`config.mk`:
```
export PLATFORM = sky130hd
export DESIGN_NAME = mats_cell
export DESIGN_NICKNAME = d
export VERILOG_FILES = /design/src/design/mats_pkg.sv /design/src/design/mats_cell.sv
export SDC_FILE = /design/constraint.sdc
export NUM_CORES = 1
export LEC_CHECK = 0
export BUFFER_PORTS_ARGS = -buffer_cell sky130_fd_sc_hd__buf_4
export CORE_MARGIN = 3
export CORE_UTILIZATION = 35
export DETAILED_ROUTE_END_ITERATION = 7
export SLEW_MARGIN = 15
export SYNTH_ARGS = -nofsm -noshare
export SYNTH_HDL_FRONTEND = slang
export SYNTH_SLANG_ARGS = --single-unit
export TNS_END_PERCENT = 100
```
`constraint.sdc`:
```
create_clock -name clk -period 2.7 [get_ports clk]
set_input_delay 0.405 -clock clk [delete_from_list [all_inputs] [get_ports clk]]
set_output_delay 0.405 -clock clk [all_outputs]
set_load 0.05 [all_outputs]
```
`src/design/mats_pkg.sv`:
```
`timescale 1ns / 1ps
// Shared types and constants for the makespan-after-tail-sort block.
// No dependencies.
package mats_pkg;

  localparam int unsigned TIME_W = 16;
  localparam int unsigned COMP_W = 25;

  typedef enum logic [1:0] {
    OP_HOLD,
    OP_INSERT,
    OP_SHIFT
  } cell_op_t;

  typedef struct packed {
    logic              valid;
    logic [TIME_W-1:0] setup;
    logic [TIME_W-1:0] run;
  } cell_t;

  // Broadcast from the top level to every cell.
  typedef struct packed {
    cell_op_t          op;
    logic [TIME_W-1:0] setup;
    logic [TIME_W-1:0] run;
  } cell_ctl_t;

  typedef struct packed {
    logic clear;
    logic acc;
  } scan_ctl_t;

endpackage

```
`src/design/mats_cell.sv`:
```
`timescale 1ns / 1ps
// One cell of the sorted job chain: sorted insert and left shift for the scan.
// Depends on mats_pkg.
module mats_cell (
  input  logic               clk,
  input  logic               rst,
  input  mats_pkg::cell_ctl_t ctl,
  input  mats_pkg::cell_t    left,
  input  logic               left_keep,
  input  mats_pkg::cell_t    right,
  output mats_pkg::cell_t    q,
  output logic               keep
);

  // Cell keeps its job if it sorts ahead of (or ties with) the new one.
  assign keep = q.valid && (q.run >= ctl.run);

  always_ff @(posedge clk) begin
    if (rst) begin
      q <= '0;
    end else begin
      unique case (ctl.op)
        mats_pkg::OP_INSERT: begin
          if (!keep) begin
            if (left_keep) begin
              q <= '{valid: 1'b1, setup: ctl.setup, run: ctl.run};
            end else begin
              q <= left;
            end
          end
        end
        mats_pkg::OP_SHIFT: begin
          q <= right;
        end
        default: begin
          q <= q;
        end
      endcase
    end
  end

endmodule

```
# [Yosys cells after proc, flatten, opt, wreduce, memory -nomap -nowiden]
# Index checks and enable logic that the tools add are counted.
[word_totals] ff_bits=33 inputBits=103 output_inout_bits=34
[classes] magnitude_cmp=1 n_eq_ne=3 n_mux=3 n_reduce_logical=3
[ops] operator="2-to-1 mux 33 bit" n=2
[ops] operator="case mux 33 bit (2 select lines)" n=1
[ops] operator=">= comparator 16 bit" n=1
[ops] operator="== test 2 x 1 -> 1 bit (second input constant)" n=1
[ops] operator="== test 2 bit (second input constant)" n=1
[ops] operator="inequality test 2 bit (second input constant)" n=1
[ops] operator="AND reduction 2 bit" n=1
[ops] operator="nonzero test 2 bit" n=1
[ops] operator="logical AND 1 bit" n=1

# [Depth between registers and ports, before layout]
[depth] depth_word=4 depth_mapped=10 depth_no_buf=8

# [Least setup slack after synthesis]
# No wires, ideal clock.
[synth_timing] kind="reg2out" from="reg q[0] (netlist name)" to="out keep" arrival_ps=2654 slack_ps=-359 path_stages_with_launch=10 path_buffers=2 cell_sequence="dfxtp_1 > inv_1 > ha_1 > nand2b_4 > a2111oi_4 > o31ai_1 > a2111oi_4 > buf_4 > buf_6 > nor2b_1"
[synth_via] elab_chain_len=2
[synth_lines] element="from (decl)" line="mats_cell.sv:11" text="output mats_pkg::cell_t q,"
[synth_lines] element="from (signal assigned)" line="mats_cell.sv:26" text="q <= '{valid: 1'b1, setup: ctl.setup, run: ctl.run};"
[synth_lines] element="from (signal assigned)" line="mats_cell.sv:28" text="q <= left;"
[synth_lines] element="from (signal assigned)" line="mats_cell.sv:33" text="q <= right;"
[synth_lines] element=">= comparator 16 bit" line="mats_cell.sv:16" text="assign keep = q.valid && (q.run >= ctl.run);"
[synth_lines] element="logical AND 1 bit" line="mats_cell.sv:16"
[synth_lines] element="to (decl)" line="mats_cell.sv:12" text="output logic keep"
# No other way between the ends.

# [Final worst setup path]
[layout_timing] from="reg q[1] (netlist name)" to="out keep"
# The elaborated chain is that of the path after synthesis.

==> out/metrics.csv <==
metric,value,unit
n_fill_cell,814,
cp.required,2.30,ns
first_pass_iters,4,
synth-warning-count,0,
worstSetupEndpointType,output port,
wl_per_cell,17.88,um
crit_buf_inv,2,
synth-async-reset-ratio,0,%
rows,33,
dp_slack,0.001927,ns
worstMarginPinSlew,0.6541,ns
cts_max_level,2,
critPathArrivalTime,2.17,ns
overflow,0,
synth_ff_type,dfxtp_1,
slowest_delay,0.40,ns
synth_top_area_share,21.83,%
antennaDiodeCount,0,
core_area,0.008299,mm^2
synth_common_cells,"nand2_1 (34), o21a_1 (34), o21ai_0 (34), dfxtp_1 (33)",
utilization,51.09,%
synthToLayoutAreaGrowth,40.10,%
final_max_slew_viol_count,0,
outcome,finished clean,
regMostFlops,q,
power_density,617.0,mW/mm^2
fp.dieH,98.99,um
routed_via_density,5.743,
cts.sinks,33,
synth_edf_count,0,
relSlewSlack,56.39,%
dp.cells,575,
grt.total_usage,20.71,%
cp_top_family,compound AO/OA/AOI/OAI gates,
hpwl,7.290,mm
multiInputGateArea,0.002172,mm^2
fin_crit_sh,95.52,%
antenna_found_initial,0,
critPathKind,register to output port,
crit_top_cell,a2111oi_4,
port-buffer-count,136,
finalClockSkew,0.002178,ns
leakagePower,1.955,nW
layout-drive-gt1-share,36.95,%
cp_max_fo,4,
cts_buffers,5,
max_freq,0.3877,GHz
synth_cell_types,30,
die_w,98.99,um
die-area,0.009799,mm^2
final.setup.tns,0,ns
finalSetupViolCount,0,
first_iter_violations,106,
final_cells,584,
rsz0062_at_grt,false,
start_kind,register,
ys_top_cells_by_area,"dfxtp_1 (22%), mux2i_1 (11%), o22a_1 (9.3%)",
clk_pin_slew_worst_paths,0.07,ns
drc,0,
cts_max_path_buffers,2,
top_regs,q x33,
cts_root_buf,clkbuf_8,
num_vias,3354,
initial_core_util,36.47,%
cts-hold-fix-buffers,0,
cap_violations,0,
syn_area,0.003027,mm^2
final-seq-area,663.1,um^2
postSynthCellCount,357,
timing.final.ws_setup,0.1210,ns
hp-class,input port to register,
cts_tree,done,
grt_pass1_wl,16.73,mm
final_antenna_net_count,0,
crit_chain,ha_1 -> a2111oi_4 -> o31ai_2 -> a2111oi_4 -> buf_4 -> nor2b_4 -> buf_6,
routed_wl,10.44,mm
syn_avg_cell_area,8.478,um^2
ys_seq_area_share,21.83,%
worst_path_max_delay_cell,a2111oi_4,
yosys.area.top_type,dfxtp_1,
gp_congestion,0.7668,
clock_latency,0.28,ns
synth-seq-cells,33,
largest_reg_flops,33,
syn_nets,476,
io_pins,137,
hold_viol,0,
grt_max_degree,35,
grt_pass1_vias,3343,
fin_nets,597,
period_needed,2.579,ns
peakVddDrop,0.3971,mV
[worst paths after layout]
kind,start,cells after the start,to,slack (ns)
worst max-delay path,q[1],7,keep,0.12
worst min-delay path,left[32],4,q[32],0.52
worst max register to register,q[1],8,q[17],0.32
worst min register to register,q[30],2,q[30],0.68
[repair_timing]
action | 4_1_cts | 5_1_grt
resized for setup | 1 | 4
setup endpoints to repair | 1 | 1
pin swaps | 3 | 0
buffers inserted | 1 | 0
[kinds of logic (layout without fill, tap and decap cells)]
| group | count (synthesis) | count (layout) | share of synthesized area (%) |
|---|---|---|---|
| AO/OA/AOI/OAI | 176 | 176 | 46.71 |
| buffers and inverters | 53 | 175 | 7.317 |
| AND/OR/NAND/NOR | 47 | 47 | 6.945 |
| adder cells (fa/ha/maj) | 16 | 16 | 6.614 |
| flip-flops | 33 | 33 | 21.83 |
| multiplexers | 32 | 32 | 10.58 |
[cell usage in the layout (no fill, tap or decap), types with 3 or more instances in the layout]
cell type	netlist	layout
clkbuf_1	23	3
nand2_1	34	34
a221oi_1	26	26
a221oi_2	6	6
o21ai_0	34	34
buf_4	1	149
inv_1	17	16
a21oi_1	5	5
clkbuf_8	0	5
ha_1	16	15
a211oi_1	26	26
o22a_1	32	32
dfxtp_1	33	31
mux2i_1	32	32
nand4_1	3	3
o21a_1	34	34
a211oi_2	6	6
[metrics by stage]
stage	cell area, um^2	power, mW	hold WS (ns)
3_5_place_dp	4130	2.237	0.6578
3_3_place_gp	4130	2.207	0.6460
6_report	4240	2.616	0.5244
4_1_cts	4223	2.625	0.5086
2_1_floorplan	3035	1.779	0.6580
5_1_grt	4240	2.786	0.5697
[metal layers]
metal | track usage, % | vias up | part of all wire (%)
li1 | - | 1633 | -
met5 | 0 | - | 0
met4 | 2.941 | 0 | 0.34
met3 | 4.671 | 2 | 6.6
met1 | 26.01 | 1599 | 44
met2 | 36.88 | 120 | 49
[report_power, final]
group	total, mW	switching, mW	internal, mW
Combinational	1.54	0.915	0.620
Clock	0.371	0.188	0.184
Sequential	0.710	0.109	0.600
Total	2.62	1.21	1.40
[worst min-delay path: stages]
cell     delay (ns)
buf_4          0.07
o21ai_0        0.05
o21ai_0        0.11
o21ba_1        0.14
[layout make-up]
cell class	count	share of cell area, %
Multi-Input combinational cell	271	51.22
Inverter	17	1.505
Tap cell	105	3.098
Timing Repair Buffer	150	26.64
Sequential cell	33	15.64
Clock buffer	8	1.888
Power figures use the tool's default switching activity.
