$ cat config.mk
export PLATFORM = sky130hd
export DESIGN_NAME = mats_scan
export DESIGN_NICKNAME = d
export VERILOG_FILES = /design/src/design/mats_pkg.sv /design/src/design/mats_scan.sv
export SDC_FILE = /design/constraint.sdc
export NUM_CORES = 1
export LEC_CHECK = 0
export BUFFER_PORTS_ARGS = -buffer_cell sky130_fd_sc_hd__buf_2
export CORE_ASPECT_RATIO = 0.6
export CORE_UTILIZATION = 40
export DETAILED_ROUTE_END_ITERATION = 8
export HOLD_SLACK_MARGIN = 0.08
export PLACE_DENSITY = 0.69
export SYNTH_ARGS = -nofsm -noshare
export SYNTH_HDL_FRONTEND = slang
export SYNTH_SLANG_ARGS = --single-unit
$ cat constraint.sdc
create_clock -name clk -period 7.2 [get_ports clk]
set_input_delay 0.36 -clock clk [delete_from_list [all_inputs] [get_ports clk]]
set_output_delay 0.36 -clock clk [all_outputs]
set_load 0.01 [all_outputs]
$ cat src/design/mats_pkg.sv
`timescale 1ns / 1ps
// Shared types and constants for the makespan-after-tail-sort block.
// No dependencies.
package mats_pkg;

  localparam int unsigned TIME_W = 16;
  localparam int unsigned COMP_W = 25;

  typedef enum logic [1:0] {
    OP_HOLD,
    OP_INSERT,
    OP_SHIFT
  } cell_op_t;

  typedef struct packed {
    logic              valid;
    logic [TIME_W-1:0] setup;
    logic [TIME_W-1:0] run;
  } cell_t;

  // Broadcast from the top level to every cell.
  typedef struct packed {
    cell_op_t          op;
    logic [TIME_W-1:0] setup;
    logic [TIME_W-1:0] run;
  } cell_ctl_t;

  typedef struct packed {
    logic clear;
    logic acc;
  } scan_ctl_t;

endpackage

$ cat src/design/mats_scan.sv
`timescale 1ns / 1ps
// Scan accumulator: running setup sum and largest finish time, saturated out.
// Depends on mats_pkg.
module mats_scan #(
  parameter int unsigned ACC_W = 25
) (
  input  logic                              clk,
  input  logic                              rst,
  input  mats_pkg::scan_ctl_t               ctl,
  input  mats_pkg::cell_t                   head,
  output logic [mats_pkg::COMP_W-1:0]       best_sat
);

  localparam int unsigned CMP_W = (ACC_W > mats_pkg::COMP_W) ? ACC_W : mats_pkg::COMP_W;

  logic [ACC_W-1:0] sum;
  logic [ACC_W-1:0] best;
  logic [ACC_W-1:0] sum_next;
  logic [ACC_W-1:0] finish;
  logic [CMP_W-1:0] best_ext;
  logic [CMP_W-1:0] sat_lim;

  assign sum_next = sum + ACC_W'(head.setup);
  assign finish   = sum_next + ACC_W'(head.run);

  always_ff @(posedge clk) begin
    if (rst || ctl.clear) begin
      sum  <= '0;
      best <= '0;
    end else if (ctl.acc) begin
      sum <= sum_next;
      if (finish > best) begin
        best <= finish;
      end
    end
  end

  assign best_ext = CMP_W'(best);
  assign sat_lim  = CMP_W'({mats_pkg::COMP_W{1'b1}});
  assign best_sat = (best_ext > sat_lim) ? {mats_pkg::COMP_W{1'b1}}
                                         : best_ext[mats_pkg::COMP_W-1:0];

endmodule

Word-level counts from Yosys, hierarchy flattened. Cells that the tools add are included.

Register bits after elaboration: 50. Bits in latches: 0. Memory bits (writable): 0. Bits in read-only memories: 0. Bits of input ports: 37. Output and inout port bits: 25. Logic and storage cells: 9. Memories kept: 0.

Add/sub/neg operators: 2. Multipliers: 0. Div/mod/pow operators: 0. Magnitude comparators: 2. Eq/ne operators: 0. Shift-type cells: 0. Multiplexer cells: 1. Bitwise gates (word level): 0. Reductions and logical operators: 2.

Operators with widths (number): 25-bit by 16-bit adder with 25-bit output (2); 25-bit > comparator (1); 25-bit > comparator, second input constant (1); 25-bit 2-to-1 mux (1); 2-bit AND reduction (1); 1-bit logical OR (1).

Longest topological paths before layout.
Word-level depth: 4. Gate-level depth with buffers: 28. Gate-level depth less buffers: 26.

Least setup slack after synthesis. Ideal clock, no wire load.

Path type: input to register. Start point: in head[16] (netlist bit). End point: reg best[24]. Setup time: 136 ps. Data arrival time: 5520 ps. Data required time: 7064 ps. Path slack: 1544 ps. Cell stages on the path: 25. Buffers on the path: 1. Path through: ha_1 > inv_1 > fa_1 > nand2b_1 > a21oi_2 > a21oi_1 > xnor2_1 > ha_1 > a21o_1 > a2111oi_0 > o31ai_1 > a211o_1 > a31oi_1 > a21oi_1 > and3_1 > xnor2_1 > ha_1 > and4_1 > a221oi_1 > nand2_1 > o31ai_1 > clkbuf_1 > a211oi_1 > o41ai_1 > o211ai_1.

Word-level cells in the longest chain between the ends: 4.

RTL lines: start, declared (line mats_scan.sv:10) `input mats_pkg::cell_t head,`; 25-bit by 16-bit adder with 25-bit output (line mats_scan.sv:23) `assign sum_next = sum + ACC_W'(head.setup);`; via sum_next[6] (line mats_scan.sv:18) `logic [ACC_W-1:0] sum_next;`; 25-bit by 16-bit adder with 25-bit output (line mats_scan.sv:24) `assign finish = sum_next + ACC_W'(head.run);`; via finish[23] (line mats_scan.sv:19) `logic [ACC_W-1:0] finish;`; 25-bit > comparator (line mats_scan.sv:32) `if (finish > best) begin`; 2-bit AND reduction (no line); end signal, assigned (line mats_scan.sv:33) `best <= finish;`; end, declared (line mats_scan.sv:17) `logic [ACC_W-1:0] best;`.

The timed path passes the listed nets, and every way through them passes these cells. A chain may end at the register's enable or synchronous reset.

Worst setup path after layout.
Start point: reg sum[0]. End point: reg best[7].

Word-level cells in the longest chain between the ends: 4.

RTL lines: start, declared (line mats_scan.sv:16) `logic [ACC_W-1:0] sum;`; start signal, assigned (line mats_scan.sv:31) `sum <= sum_next;`; 25-bit by 16-bit adder with 25-bit output (line mats_scan.sv:23); via sum_next[10] (line mats_scan.sv:18); 25-bit by 16-bit adder with 25-bit output (line mats_scan.sv:24); via finish[18] (line mats_scan.sv:19); 25-bit > comparator (line mats_scan.sv:32); 2-bit AND reduction (no line).

The timed path passes the listed nets, and every way through them passes these cells.

==> summary.md <==
| Metric | Value |
|---|---|
| Outcome | finished clean |
| Finished Core Util | 0.459 |
| IO Port Bufs | 60 |
| Data arrival, critical path | 6.77 ns |
| Post-DRT Antenna Nets | 0 |
| Worst vdd ir | 0.0000989 V |
| Final wirelength | 13.7 mm |
| Setup Buffers After CTS | 0 |
| EDFF count, synth | 0 |
| Routability cong. | slightly below 0.9 |
| Area of the multi-input gates | ~0.0035 mm² |
| Vias per inst | approximately 5.8 |
| Worst slack at placement | between 0.6 and 0.7 ns |
| Inst Count DP | 805 |
| Clock skew | 0.0136 ns |
| RSZ-0062 raised after global routing | no |
| Fillers | approximately 1100 |
| Fin crit share | 0.913 |
| Layout cells sized above 1 | 0.129 |
| Synth cell types | 67 |
| Pwr Total | 0.00100 W |
| Root Driver | clkbuf_16 |
| H-tree depth | 2 |
| Synth-to-Final Area Change | 9.31% |
| Final non-filler cell total | 812 |
| Setup_tns | 0 ns |
| Post-synthesis register bit count | 50 |
| Routed wire length per instance | 16.9 µm |
| Net count reported at finish | 749 |
| I/O pin cnt | 62 |
| CTS tree | yes |
| Height of the die | between 80 and 90 µm |
| Pwr/cell area | 190 mW/mm² |
| Clock Path Buffers | 2 |
| Setup CP Type | register to register |
| Worst hold path type | register to register |
| Remaining global-route overflow | 0 |
| Top FF cell, synth | dfxtp_1 |
| Most frequent cells in the layout | buf_2 (60), ha_1 (58), nor2_1 (56), nand2_1 (54) |
| Initial Util | 0.420 |
| Leakage | 2.29 nW |
| Resized cells post-CTS | 0 |
| Setup crit start kind | register |
| Crit end category | register |
| Netlist Area Pre-Place | 0.00484 mm² |
| # DRC | 0 |
| Worst-skew pair later-pin latency | 0.30 ns |
| Initial DRC count | 430 |
| DRT Pass-1 Iters | 5 |
| Detailed placement HPWL | 10.9 mm |
| Die X | 144 µm |
| Antenna Cells | 0 |
| Min Tclk post-route | ~6.6 ns |
| NetSw | ~0.00040 W |
| Gr usage total | 0.227 |
| Max-slew headroom | 0.203 |
| Sequential share of power | 0.301 |
| CTS Buf Count | 5 |
| Clk slew on worst S/H paths | roughly 0.080 ns |
| Clock share of power | 0.241 |
| First-pass GRT wire length | about 22 mm |
| Max-Cap Viols | 0 |
| Commonest non-fill, non-tap cell in the layout | buf_2 |
| Num Clock Sinks | 50 |
| Sw Share | 0.403 |
| CTS Hold Buffers Added | 0 |
| Pin count of the biggest net entering global routing | around 50 |
| Cell internal pwr | 0.000600 W |
| Vias | between 4000 and 5000 |
| Final setup fails | 0 |
| Number of placement rows | 30 |
| Syn Area/Cell | 7.64 µm² |
| Sequential share of the synthesized area | 0.207 |
| Max Slew Vio Count | 0 |
| Async S/R FF share, synth | 0 |
| FF/Latch Area | 0.00100 mm² |
| Crit path required time | roughly 7.4 ns |
| Vias in the first global route | 4427 |
| Comb pwr share | 0.458 |
| Core Region | 0.0115 mm² |
| DIE AREA | 0.0126 mm² |
| Syn. warnings | 0 |
| Final WS setup | 0.630 ns |
| Syn Inst Count | 633 |
| Initial antenna violation count | 0 |
| Reg-to-reg slack, setup | 0.63 ns |
| Crit Path Max Fanout | 20 |
| CP max stage delay | 0.48 ns |
| Post-Syn Nets | 730 |
| Slew at the pin closest to its max-slew limit | 1.19 ns |
| Maximum clock rate | 0.152 GHz |
| Hold Fails Final Rpt | 0 |
| Cell at the slowest stage of the critical path | o31ai_2 |
==> metal layers <==
metal,vias up,part of all wire,track usage
met5,-,0,0
met4,0,0.013,0.0455
met3,20,0.078,0.0407
met2,190,0.40,0.335
met1,2166,0.51,0.340
li1,2296,-,-
==> cells by family after synthesis <==
family,synth area share
buf+inv,0.0750
flops,0.207
compound gates,0.250
mux,0.0352
fa+ha+maj,0.158
xor+xnor,0.0652
simple gates,0.209
==> sequential cells by signal, indices dropped and copies added (netlist names) <==
signal / cells
best: 25
sum: 25
==> power by group through the flow <==
stage	combinational [W]	sequential, W	clock (W)
global placement	0.000432	0.000308	0
floorplan	0.000339	0.000305	0
finish	0.000460	0.000302	0.000242
global route	0.000515	0.000304	0.000256
detailed placement	0.000451	0.000309	0
CTS	0.000453	0.000302	0.000246
==> cells in the mapped netlist, types with 7 or more instances <==
| library cell | number | area, µm² |
|---|---|---|
| o21ai_0 | 16 | 80.1 |
| clkbuf_1 | 41 | 154 |
| nand3_1 | 10 | 50.1 |
| and3_1 | 7 | 43.8 |
| nand2_1 | 54 | 203 |
| and2_1 | 11 | 68.8 |
| nand4_1 | 17 | 106 |
| a21oi_1 | 50 | 250 |
| xor2_1 | 14 | 123 |
| nor2_1 | 56 | 210 |
| nor3_1 | 14 | 70.1 |
| ha_1 | 58 | 726 |
| a211oi_1 | 13 | 97.6 |
| inv_1 | 42 | 158 |
| xnor2_1 | 22 | 193 |
| mux2i_1 | 17 | 170 |
| o21a_1 | 9 | 67.6 |
| dfxtp_1 | 50 | 1000 |
| a21o_1 | 23 | 173 |
==> layout make-up <==
type                       count  share of cell area
multi-input combinational    491               0.658
sequential                    50               0.189
timing repair buffer          62              0.0596
tap                          160              0.0379
inverter                      42              0.0298
clock buffer                   5              0.0237
clock inverter                 2             0.00189
==> critical path: cells and delay by family (launching register included) <==
family                   cells  cell delay [ns]
AND/OR/NAND/NOR              5             0.80
XOR/XNOR                     2             0.61
flip-flops                   1             0.35
adder cells (fa/ha/maj)      4             1.27
buffers and inverters        2             0.42
AO/OA/AOI/OAI               13             3.02
==> worst paths after layout <==
| check | startpoint | depth (start not counted) | endpoint |
|---|---|---|---|
| max reg2reg | sum[0]$_SDFFE_PP0P_ | 26 | best[7]$_SDFFE_PP0P_ |
| max | sum[0]$_SDFFE_PP0P_ | 26 | best[7]$_SDFFE_PP0P_ |
| min reg2reg | best[10]$_SDFFE_PP0P_ | 2 | best[10]$_SDFFE_PP0P_ |
| min | best[10]$_SDFFE_PP0P_ | 2 | best[10]$_SDFFE_PP0P_ |
==> per-stage QoR <==
stage | hold slack (ns) | instance area [µm²]
4_1_cts | 0.479 | 5290
6_report | 0.479 | 5290
3_3_place_gp | 0.455 | 5150
3_5_place_dp | 0.465 | 5150
2_1_floorplan | 0.448 | 4840
5_1_grt | 0.500 | 5290
Power figures use the tool's default switching activity.
